## config.mk

```make
export PLATFORM = sky130hd
export DESIGN_NAME = rgb_led_fade_controller
export DESIGN_NICKNAME = d
export VERILOG_FILES = /design/src/hw/rtl/rlf_pkg.sv /design/src/hw/rtl/rlf_datapath.sv /design/src/hw/rtl/rlf_controller.sv /design/src/hw/rtl/rgb_led_fade_controller.sv
export SDC_FILE = /design/constraint.sdc
export NUM_CORES = 1
export LEC_CHECK = 0
export ABC_AREA = 1
export BUFFER_PORTS_ARGS = -buffer_cell sky130_fd_sc_hd__buf_2
export CORE_MARGIN = 2
export CORE_UTILIZATION = 60
export CTS_BUF_LIST = sky130_fd_sc_hd__clkbuf_4
export DETAILED_ROUTE_END_ITERATION = 10
export PLACE_DENSITY = 0.77
export SLEW_MARGIN = 20
export SYNTH_ARGS = -nofsm -noshare
export SYNTH_HDL_FRONTEND = slang
export SYNTH_SLANG_ARGS = --single-unit
export TNS_END_PERCENT = 50
```

## constraint.sdc

```tcl
create_clock -name clock -period 7.6 [get_ports clock]
set_input_delay 2.28 -clock clock [delete_from_list [all_inputs] [get_ports clock]]
set_output_delay 2.28 -clock clock [all_outputs]
set_load 0.02 [all_outputs]
```

## src/hw/rtl/rlf_pkg.sv

```systemverilog
// ----------------------------------------------------------------------------
// rlf_pkg: shared types and constants of the rgb led fade controller
// Holds field widths, opcodes, the default group count and the command and
// status structs that pass between controller and datapath.
// ----------------------------------------------------------------------------
package rlf_pkg;

   // default number of lamp groups
   localparam int GROUPS_DEF = 3;

   // colors per group
   localparam int COLORS = 3;

   // field widths
   localparam int GRP_W  = 2;
   localparam int BYTE_W = 8;
   localparam int CH_W   = 4;
   localparam int DUTY_W = 10;

   // opcodes of an input transfer
   localparam logic OP_TICK = 1'b0;
   localparam logic OP_SET  = 1'b1;

   // color slots inside a group
   localparam logic [1:0] COL_RED   = 2'd0;
   localparam logic [1:0] COL_GREEN = 2'd1;
   localparam logic [1:0] COL_BLUE  = 2'd2;

   // controller to datapath commands
   typedef struct packed {
      logic       load;         // capture the input transfer
      logic       store_color;  // convert color and store targets
      logic       grp_eval;     // advance the tick counter of one group
      logic       chan_step;    // examine one channel of the group
      logic       flush;        // release the held result as the last one
      logic [1:0] chan;         // color slot for chan_step
   } rlf_cmd_type;

   // datapath to controller status
   typedef struct packed {
      logic chan_go;   // channel step can complete this cycle
      logic flush_go;  // flush can complete this cycle
   } rlf_sts_type;

endpackage

```

## src/hw/rtl/rlf_datapath.sv

```systemverilog
// ----------------------------------------------------------------------------
// rlf_datapath: storage and arithmetic of the rgb led fade controller
// Holds target and current duties, fade periods and tick counters per group,
// converts hue and intensity to rgb, and drives the result register through
// a one-entry hold stage that lets the final write carry the last flag.
// ----------------------------------------------------------------------------
module rlf_datapath #(
   parameter int GROUPS = rlf_pkg::GROUPS_DEF
) (
   input  logic                           clock,
   input  logic                           reset,
   input  rlf_pkg::rlf_cmd_type           cmd,
   input  logic [((GROUPS > 1) ? $clog2(GROUPS) : 1)-1:0] grp_idx,
   output rlf_pkg::rlf_sts_type           sts,
   input  logic                           req_op,
   input  logic [rlf_pkg::GRP_W-1:0]      req_group,
   input  logic [rlf_pkg::BYTE_W-1:0]     req_hue,
   input  logic [rlf_pkg::BYTE_W-1:0]     req_intensity,
   input  logic [rlf_pkg::BYTE_W-1:0]     req_fade_period,
   output logic                           rsp_valid,
   input  logic                           rsp_stall,
   output logic [rlf_pkg::CH_W-1:0]       rsp_channel,
   output logic [rlf_pkg::DUTY_W-1:0]     rsp_duty,
   output logic                           rsp_last
);
   import rlf_pkg::*;

   localparam int GW = (GROUPS > 1) ? $clog2(GROUPS) : 1;

   // captured input transfer
   logic              op_ff;
   logic [GRP_W-1:0]  grp_ff;
   logic [BYTE_W-1:0] hue_ff;
   logic [BYTE_W-1:0] int_ff;
   logic [BYTE_W-1:0] per_ff;

   // per group state
   logic [COLORS-1:0][DUTY_W-1:0] tgt_ff [GROUPS];
   logic [COLORS-1:0][DUTY_W-1:0] cur_ff [GROUPS];
   logic [BYTE_W-1:0]             prd_ff [GROUPS];
   logic [BYTE_W-1:0]             cnt_ff [GROUPS];

   // group decision for the channel steps
   logic jump_ff;
   logic step_ff;

   // held result and result register
   logic              pend_vld_ff;
   logic [CH_W-1:0]   pend_ch_ff;
   logic [DUTY_W-1:0] pend_duty_ff;
   logic              out_vld_ff;
   logic [CH_W-1:0]   out_ch_ff;
   logic [DUTY_W-1:0] out_duty_ff;
   logic              out_last_ff;

   // color conversion signals
   logic [9:0]         hue3;
   logic [1:0]         sector;
   logic [7:0]         frac;
   logic [7:0]         frac_sc;
   logic [15:0]        prod;
   logic [7:0]         xval;
   logic [7:0]         bmx;
   logic [7:0]         red;
   logic [7:0]         green;
   logic [7:0]         blue;
   logic [4:0]         grp_ext;
   logic [GW-1:0]      grp_w;
   logic               grp_ok;

   // tick signals
   logic [BYTE_W-1:0] prd_sel;
   logic [BYTE_W-1:0] cnt_inc;
   logic              jump_in;
   logic              step_in;
   logic [DUTY_W-1:0] cur_sel;
   logic [DUTY_W-1:0] tgt_sel;
   logic              differ;
   logic              cand;
   logic [DUTY_W-1:0] cand_duty;
   logic [5:0]        ch_full;
   logic              out_free;
   logic              chan_fire;
   logic              flush_fire;

   // capture the accepted transfer
   always_ff @(posedge clock) begin
      if (cmd.load) begin
         op_ff  <= req_op;
         grp_ff <= req_group;
         hue_ff <= req_hue;
         int_ff <= req_intensity;
         per_ff <= req_fade_period;
      end
   end

   // hue to rgb at full saturation, hue scaled by three
   always_comb begin
      hue3    = {1'b0, hue_ff, 1'b0} + {2'b00, hue_ff};
      sector  = hue3[9:8];
      frac    = hue3[7:0];
      // (frac * 255) >> 8 equals frac - 1 for nonzero frac
      frac_sc = (frac == 8'd0) ? 8'd0 : frac - 8'd1;
      prod    = frac_sc * int_ff;
      xval    = prod[15:8];
      bmx     = int_ff - xval;
      case (sector)
         2'd1: begin
            red   = 8'd0;
            green = bmx;
            blue  = xval;
         end
         2'd2: begin
            red   = xval;
            green = 8'd0;
            blue  = bmx;
         end
         default: begin
            red   = bmx;
            green = xval;
            blue  = 8'd0;
         end
      endcase
      grp_ext = {3'b000, grp_ff};
      grp_w   = grp_ext[GW-1:0];
      grp_ok  = grp_ext < 5'(GROUPS);
   end

   // group and channel selection for a tick
   always_comb begin
      prd_sel   = prd_ff[grp_idx];
      cnt_inc   = cnt_ff[grp_idx] + 8'd1;
      jump_in   = prd_sel == 8'd0;
      step_in   = !jump_in && (cnt_inc >= prd_sel);
      cur_sel   = cur_ff[grp_idx][cmd.chan];
      tgt_sel   = tgt_ff[grp_idx][cmd.chan];
      differ    = cur_sel != tgt_sel;
      cand      = jump_ff || (step_ff && differ);
      cand_duty = jump_ff ? tgt_sel : cur_sel;
      ch_full   = 6'(grp_idx) * 6'd3 + 6'(cmd.chan);
      out_free  = !out_vld_ff || !rsp_stall;
      chan_fire  = cmd.chan_step && (!(cand && pend_vld_ff) || out_free);
      flush_fire = cmd.flush && (!pend_vld_ff || out_free);
   end

   assign sts.chan_go  = !(cand && pend_vld_ff) || out_free;
   assign sts.flush_go = !pend_vld_ff || out_free;

   // per group state updates
   always_ff @(posedge clock) begin
      if (reset) begin
         for (int g = 0; g < GROUPS; g++) begin
            tgt_ff[g] <= '0;
            cur_ff[g] <= '0;
            prd_ff[g] <= '0;
            cnt_ff[g] <= '0;
         end
      end else begin
         if (cmd.store_color && op_ff == OP_SET && grp_ok) begin
            tgt_ff[grp_w][COL_RED]   <= {red, 2'b00};
            tgt_ff[grp_w][COL_GREEN] <= {green, 2'b00};
            tgt_ff[grp_w][COL_BLUE]  <= {blue, 2'b00};
            prd_ff[grp_w]            <= per_ff;
         end
         if (cmd.grp_eval && !jump_in) begin
            cnt_ff[grp_idx] <= step_in ? 8'd0 : cnt_inc;
         end
         if (chan_fire && step_ff && !jump_ff && differ) begin
            cur_ff[grp_idx][cmd.chan] <= (cur_sel < tgt_sel) ? cur_sel + 10'd1
                                                              : cur_sel - 10'd1;
         end
      end
   end

   // group decision
   always_ff @(posedge clock) begin
      if (cmd.grp_eval) begin
         jump_ff <= jump_in;
         step_ff <= step_in;
      end
   end

   // hold stage and result register
   always_ff @(posedge clock) begin
      if (reset) begin
         pend_vld_ff <= 1'b0;
         out_vld_ff  <= 1'b0;
      end else begin
         if (out_vld_ff && !rsp_stall) begin
            out_vld_ff <= 1'b0;
         end
         if (chan_fire && cand) begin
            pend_vld_ff  <= 1'b1;
            pend_ch_ff   <= ch_full[CH_W-1:0];
            pend_duty_ff <= cand_duty;
            if (pend_vld_ff) begin
               out_vld_ff  <= 1'b1;
               out_ch_ff   <= pend_ch_ff;
               out_duty_ff <= pend_duty_ff;
               out_last_ff <= 1'b0;
            end
         end
         if (flush_fire && pend_vld_ff) begin
            pend_vld_ff <= 1'b0;
            out_vld_ff  <= 1'b1;
            out_ch_ff   <= pend_ch_ff;
            out_duty_ff <= pend_duty_ff;
            out_last_ff <= 1'b1;
         end
      end
   end

   assign rsp_valid   = out_vld_ff;
   assign rsp_channel = out_ch_ff;
   assign rsp_duty    = out_duty_ff;
   assign rsp_last    = out_last_ff;

   // a new result only comes from a channel step or a flush
   a_rsp_source: assert property (@(posedge clock) disable iff (reset)
      $rose(out_vld_ff) |-> $past(cmd.chan_step || cmd.flush))
      else $error("result appeared outside a tick walk");

   // a completed flush leaves nothing held
   a_flush_empty: assert property (@(posedge clock) disable iff (reset)
      flush_fire |=> !pend_vld_ff)
      else $error("held result survived a flush");

   // jump mode and stepping exclude each other
   a_jump_step: assert property (@(posedge clock) disable iff (reset)
      cmd.grp_eval |=> !(jump_ff && step_ff))
      else $error("group both jumps and steps");

endmodule

```

## src/hw/rtl/rlf_controller.sv

```systemverilog
// ----------------------------------------------------------------------------
// rlf_controller: sequencer of the rgb led fade controller
// Accepts one transfer at a time, runs the set color cycle or walks the
// groups and their three channels on a tick, then flushes the last result.
// ----------------------------------------------------------------------------
module rlf_controller #(
   parameter int GROUPS = rlf_pkg::GROUPS_DEF
) (
   input  logic                 clock,
   input  logic                 reset,
   input  logic                 req_valid,
   output logic                 req_stall,
   input  logic                 req_op,
   input  rlf_pkg::rlf_sts_type sts,
   output rlf_pkg::rlf_cmd_type cmd,
   output logic [((GROUPS > 1) ? $clog2(GROUPS) : 1)-1:0] grp_idx
);
   import rlf_pkg::*;

   localparam int GW = (GROUPS > 1) ? $clog2(GROUPS) : 1;

   localparam logic [2:0] S_IDLE  = 3'd0;
   localparam logic [2:0] S_SET   = 3'd1;
   localparam logic [2:0] S_GRP   = 3'd2;
   localparam logic [2:0] S_CHN   = 3'd3;
   localparam logic [2:0] S_FLUSH = 3'd4;

   logic [2:0]    state_ff;
   logic [2:0]    state_in;
   logic [GW-1:0] grp_ff;
   logic [GW-1:0] grp_in;
   logic [1:0]    chn_ff;
   logic [1:0]    chn_in;
   logic          accept;

   assign accept = req_valid && !req_stall;

   // next state and commands
   always_comb begin
      state_in      = state_ff;
      grp_in        = grp_ff;
      chn_in        = chn_ff;
      req_stall     = 1'b1;
      cmd           = '0;
      cmd.chan      = chn_ff;
      case (state_ff)
         S_IDLE: begin
            req_stall = 1'b0;
            if (req_valid) begin
               cmd.load = 1'b1;
               grp_in   = '0;
               state_in = (req_op == OP_SET) ? S_SET : S_GRP;
            end
         end
         S_SET: begin
            cmd.store_color = 1'b1;
            state_in        = S_IDLE;
         end
         S_GRP: begin
            cmd.grp_eval = 1'b1;
            chn_in       = COL_RED;
            state_in     = S_CHN;
         end
         S_CHN: begin
            cmd.chan_step = 1'b1;
            if (sts.chan_go) begin
               if (chn_ff == COL_BLUE) begin
                  if (grp_ff == GW'(GROUPS - 1)) begin
                     state_in = S_FLUSH;
                  end else begin
                     grp_in   = grp_ff + 1'b1;
                     state_in = S_GRP;
                  end
               end else begin
                  chn_in = chn_ff + 2'd1;
               end
            end
         end
         S_FLUSH: begin
            cmd.flush = 1'b1;
            if (sts.flush_go) begin
               state_in = S_IDLE;
            end
         end
         default: begin
            state_in = S_IDLE;
         end
      endcase
   end

   // state registers
   always_ff @(posedge clock) begin
      if (reset) begin
         state_ff <= S_IDLE;
         grp_ff   <= '0;
         chn_ff   <= COL_RED;
      end else begin
         state_ff <= state_in;
         grp_ff   <= grp_in;
         chn_ff   <= chn_in;
      end
   end

   assign grp_idx = grp_ff;

   // channel slot stays within the three colors
   a_chn_range: assert property (@(posedge clock) disable iff (reset)
      state_ff == S_CHN |-> chn_ff != 2'd3)
      else $error("channel slot out of range");

   // flush is only reached from the channel walk
   a_flush_entry: assert property (@(posedge clock) disable iff (reset)
      state_ff == S_FLUSH |-> $past(state_ff == S_CHN || state_ff == S_FLUSH))
      else $error("flush entered without a walk");

   // a tick transfer starts the walk at the first group
   a_tick_start: assert property (@(posedge clock) disable iff (reset)
      accept && req_op == OP_TICK |=> state_ff == S_GRP && grp_ff == '0)
      else $error("tick walk did not start at group zero");

endmodule

```

## src/hw/rtl/rgb_led_fade_controller.sv

```systemverilog
// ----------------------------------------------------------------------------
// rgb_led_fade_controller: hsb to rgb lamp fader with per-group fade timing
// Set color transfers store rgb targets and a fade period per group; tick
// transfers walk all groups and emit the duty writes that the fade causes.
//
//   channel  direction  handshake             payload
//   req_     in         req_valid, req_stall  op, group, hue, intensity,
//                                             fade_period
//   rsp_     out        rsp_valid, rsp_stall  channel, duty, last
//
// set color converts and stores the targets, then returns to ready
// a tick walks each group in turn, its tick counter first and then each of its
//   three channels, and ends with a final flush
// result stalls hold the walk in place at the channel that needs to write
// reset is synchronous and clears all duties, periods and counters
// ----------------------------------------------------------------------------
module rgb_led_fade_controller #(
   parameter int GROUPS = rlf_pkg::GROUPS_DEF
) (
   input  logic                           clock,
   input  logic                           reset,
   input  logic                           req_valid,
   output logic                           req_stall,
   input  logic                           req_op,
   input  logic [rlf_pkg::GRP_W-1:0]      req_group,
   input  logic [rlf_pkg::BYTE_W-1:0]     req_hue,
   input  logic [rlf_pkg::BYTE_W-1:0]     req_intensity,
   input  logic [rlf_pkg::BYTE_W-1:0]     req_fade_period,
   output logic                           rsp_valid,
   input  logic                           rsp_stall,
   output logic [rlf_pkg::CH_W-1:0]       rsp_channel,
   output logic [rlf_pkg::DUTY_W-1:0]     rsp_duty,
   output logic                           rsp_last
);
   import rlf_pkg::*;

   localparam int GW = (GROUPS > 1) ? $clog2(GROUPS) : 1;

   rlf_cmd_type   cmd;
   rlf_sts_type   sts;
   logic [GW-1:0] grp_idx;

   // sequencer
   rlf_controller #(
      .GROUPS (GROUPS)
   ) u_ctrl (
      .clock     (clock),
      .reset     (reset),
      .req_valid (req_valid),
      .req_stall (req_stall),
      .req_op    (req_op),
      .sts       (sts),
      .cmd       (cmd),
      .grp_idx   (grp_idx)
   );

   // storage and arithmetic
   rlf_datapath #(
      .GROUPS (GROUPS)
   ) u_dp (
      .clock           (clock),
      .reset           (reset),
      .cmd             (cmd),
      .grp_idx         (grp_idx),
      .sts             (sts),
      .req_op          (req_op),
      .req_group       (req_group),
      .req_hue         (req_hue),
      .req_intensity   (req_intensity),
      .req_fade_period (req_fade_period),
      .rsp_valid       (rsp_valid),
      .rsp_stall       (rsp_stall),
      .rsp_channel     (rsp_channel),
      .rsp_duty        (rsp_duty),
      .rsp_last        (rsp_last)
   );

endmodule

```

==> PnR_summary.wiki <==
{| class="wikitable"
! Metric !! Value
|-
| Fraction of synthesized cell area taken by the top area cell type || 0.546
|-
| Number of vias after detailed routing || 14100
|-
| Post-route DRC violation count || 0
|-
| Synthesized area per cell || 10.0 um2
|-
| Final sum of negative setup slack || 0 ns
|-
| RSZ-0062 raised after global routing || yes
|-
| Worst slew margin || 0.311
|-
| Number of failing hold endpoints at the final stage || 0
|-
| Gp weighted congestion || 0.903
|-
| Nets@finish || 2132
|-
| Post-CTS Hold Fix Bufs || 0
|-
| Worst-path maximum fanout || 6
|-
| Maxcap violations || 0
|-
| Final worst-path cycle share || 0.951
|-
| Global Route Usage Sum || 0.274
|-
| Top area cells in the synthesized netlist || sky130_fd_sc_hd__edfxtp_1, sky130_fd_sc_hd__nor2_1, sky130_fd_sc_hd__ha_1
|-
| Cell family with the largest share of critical-path delay || adder cells
|-
| Number of routed nets with antenna violations || 0
|-
| CP peak stage delay || ~0.50 ns
|-
| Clock root cell || sky130_fd_sc_hd__clkbuf_4
|-
| Skew final || around 0.07 ns
|-
| Number of buffers and inverters on the critical path || 6
|-
| CP Launch Type || register
|-
| Final setup violation count || 0
|-
| Final Max Tran Viols || 0
|-
| Status || completed
|-
| Routed wire length || 44500 um
|-
| Average wire per standard cell || 18.3 um
|-
| Die Height || between 150 and 200 um
|-
| CTS tree || done
|-
| Buffer depth of the longest clock path || 3
|-
| Synthesis-stage register bit count || approximately 350
|-
| Clock period minus worst slack || 7.22 ns
|-
| Iteration count of the initial detailed-routing pass || 5
|-
| Initial core utilization || 0.609
|-
| H-tree levels || 3
|-
| Yosys cell types || 49
|-
| Core area || just over 30000 um2
|-
| Number of buffers added on ports || 47
|-
| Half-perimeter wire length after placement || ~29000 um
|-
| Arrival time of the worst setup path || around 7.6 ns
|-
| Worst hold path class || reg2reg
|-
| Warning count from the yosys run || 0
|-
| Highest achievable clock rate || 138 MHz
|-
| Critical path's slowest cell || sky130_fd_sc_hd__fa_1
|-
| Cell area after layout || 20600 um2
|-
| Overflow after GRT || 0
|-
| Vias per std cell || slightly below 6
|-
| Area of placed instances || between 15000 and 20000 um2
|-
| Share of synthesized area occupied by flip-flops and latches || 0.558
|-
| DR iter-0 viols || 1255
|-
| Number of enable flip-flop cells after synthesis || 338
|-
| Number of antenna violations at the first check in global routing || 1
|-
| Total I/O pin count || 48
|-
| Count of clock tree sinks || 349
|-
| Number of global-route vias before repair || 14000
|-
| Required time of the worst setup path || 8.00 ns
|-
| Proportion of register bits with asynchronous set or reset after synthesis || 0
|-
| Overall die area || 32400 um2
|-
| Leading area contributor after synthesis || sky130_fd_sc_hd__edfxtp_1
|-
| Pin count of the biggest net entering global routing || 99
|-
| Die outline width || 180 um
|-
| Worst hold slack after final layout || 0.413 ns
|-
| Area growth, synth to finish || 10.9%
|-
| Cell Rows || 64
|-
| Number of CTS-inserted buffers || 90
|-
| Synthesized netlist cell count || 1852
|-
| CP Capture Type || register
|-
| Synthesized area || approximately 19000 um2
|-
| Fraction of layout cells with a size suffix above 1 || 0.149
|-
| Post-synth top flop || sky130_fd_sc_hd__edfxtp_1
|-
| Global-route wire length before repair || 70200 um
|-
| Slew of the pin with the lowest slew margin || 1.03 ns
|-
| CTS clk-pin slew, worst paths || 0.07 ns
|-
| Clk_lat worst skew || 0.76 ns
|-
| Most Frequent Cell on Critical Path || sky130_fd_sc_hd__fa_1
|-
| Worst Setup Path Type || reg2reg
|}
[cells in the final DEF, fill, tap and decap left out, drive strengths merged, types with 3 or more instances in the layout]
cell type	netlist	layout
a211oi	7	7
dfxtp	11	11
nand3	68	68
xnor2	9	9
o221ai	23	23
nor3	5	5
nand4	10	10
xor2	14	14
inv	180	182
nor4	3	3
clkbuf	63	127
nand2	268	268
conb	1	32
a32o	14	14
o22ai	33	33
ha	84	84
o211ai	14	14
o21bai	4	4
buf	15	80
fa	40	40
a31oi	3	3
a21oi	78	78
clkinv	11	36
nor2	394	394
edfxtp	338	338
a32oi	5	5
o21ai	146	146
[flip-flops by register name, indices dropped and copies added, names as in the netlist, 2 cells and up, named ones only]
| name | cells |
|---|---|
| u_dp.rsp_duty | 10 |
| u_ctrl.state_ff | 3 |
| u_dp.hue_ff | 8 |
| u_dp.int_ff | 8 |
| u_dp.per_ff | 8 |
| u_ctrl.chn_ff | 2 |
| u_dp.prd_ff | 32 |
| u_dp.cnt_ff | 32 |
| u_dp.pend_ch_ff | 4 |
| u_ctrl.grp_idx | 2 |
| u_dp.tgt_ff | 96 |
| u_dp.grp_ff | 2 |
| u_dp.pend_duty_ff | 10 |
| u_dp.rsp_channel | 4 |
| u_dp.cur_ff | 120 |
[worst paths after layout]
| path | endpoint | slack [ns] | cells after the start | start |
|---|---|---|---|---|
| max reg2reg | u_dp.tgt_ff[0][22]$_SDFFCE_PN0P_ | 0.38 | 35 | u_dp.hue_ff[0]$_DFFE_PP_ |
| min reg2reg | u_dp.rsp_channel[2]$_DFFE_PP_ | 0.41 | 0 | u_dp.pend_ch_ff[2]$_DFFE_PP_ |
| max | u_dp.tgt_ff[0][22]$_SDFFCE_PN0P_ | 0.38 | 35 | u_dp.hue_ff[0]$_DFFE_PP_ |
| min | u_dp.rsp_channel[2]$_DFFE_PP_ | 0.41 | 0 | u_dp.pend_ch_ff[2]$_DFFE_PP_ |
[final cells by class]
cell class | count | area (um2)
sequential | 349 | 10400
clock inverter | 28 | 136
inverter | 191 | 719
clock buffer | 127 | 953
multi-input combinational | 1265 | 7440
fill | 2338 | 9890
tap | 396 | 495
timing repair buffer | 80 | 495
antenna | 1 | 2.50
[per-layer routing]
metal,global-route usage,up-vias,routed length (um)
li1,-,6625,-
met1,0.344,6657,17100
met2,0.468,712,21900
met3,0.0398,139,3780
met4,0.137,0,1840
met5,0,-,0
[synthesized netlist by cell type, types with 2 or more instances]
library cell               instances
sky130_fd_sc_hd__a211oi_1          7
sky130_fd_sc_hd__a21oi_1          77
sky130_fd_sc_hd__a31oi_1           3
sky130_fd_sc_hd__a32o_1           14
sky130_fd_sc_hd__a32oi_1           5
sky130_fd_sc_hd__and2_1            2
sky130_fd_sc_hd__buf_1             6
sky130_fd_sc_hd__buf_2             9
sky130_fd_sc_hd__clkbuf_1         63
sky130_fd_sc_hd__clkinv_1         11
sky130_fd_sc_hd__dfxtp_1          11
sky130_fd_sc_hd__edfxtp_1        338
sky130_fd_sc_hd__fa_1             40
sky130_fd_sc_hd__ha_1             84
sky130_fd_sc_hd__inv_1           171
sky130_fd_sc_hd__inv_2             9
sky130_fd_sc_hd__nand2_1         253
sky130_fd_sc_hd__nand2_2          13
sky130_fd_sc_hd__nand2_4           2
sky130_fd_sc_hd__nand3_1          51
sky130_fd_sc_hd__nand3_2          16
sky130_fd_sc_hd__nand4_1          10
sky130_fd_sc_hd__nor2_1          389
sky130_fd_sc_hd__nor2_2            3
sky130_fd_sc_hd__nor2_4            2
sky130_fd_sc_hd__nor3_1            5
sky130_fd_sc_hd__nor4_1            2
sky130_fd_sc_hd__o211ai_1         14
sky130_fd_sc_hd__o21a_1            2
sky130_fd_sc_hd__o21ai_0         139
sky130_fd_sc_hd__o21ai_1           3
sky130_fd_sc_hd__o21ai_2           3
sky130_fd_sc_hd__o21bai_1          3
sky130_fd_sc_hd__o221ai_1         23
sky130_fd_sc_hd__o22ai_1          33
sky130_fd_sc_hd__or2_2             2
sky130_fd_sc_hd__xnor2_1           9
sky130_fd_sc_hd__xor2_1           14
[repair_timing]
item | in CTS | in global routing
buffers inserted | 0 | 2
setup endpoints to repair | 29 | 83
endpoints found under the hold margin | 0 | 0
resized for setup | 2 | 26
pin swaps | 0 | 3
[logic make-up (layout without fill, tap and decap cells)]
kind of cell / Yosys count / in the layout / synth area share
fa+ha+maj: 124 / 124 / 0.0996
simple gates: 753 / 753 / 0.169
xor+xnor: 23 / 23 / 0.0108
other cells: 1 / 33 / 0.000202
flops: 349 / 349 / 0.558
buf+inv: 269 / 426 / 0.0549
compound gates: 333 / 333 / 0.108
[through the flow]
stage	std cells	worst slack, ns	utilization
final	2437	0.375	0.676
after global routing	2437	-0.0486	0.676
after CTS	2434	0.0397	0.671
after detailed placement	2279	-0.0142	0.636
after global placement	2279	0.205	0.636
after floorplan	1883	0.679	-
Power is not shown: default switching activity piles up to over one toggle a cycle in this logic, so the estimate is an artifact.
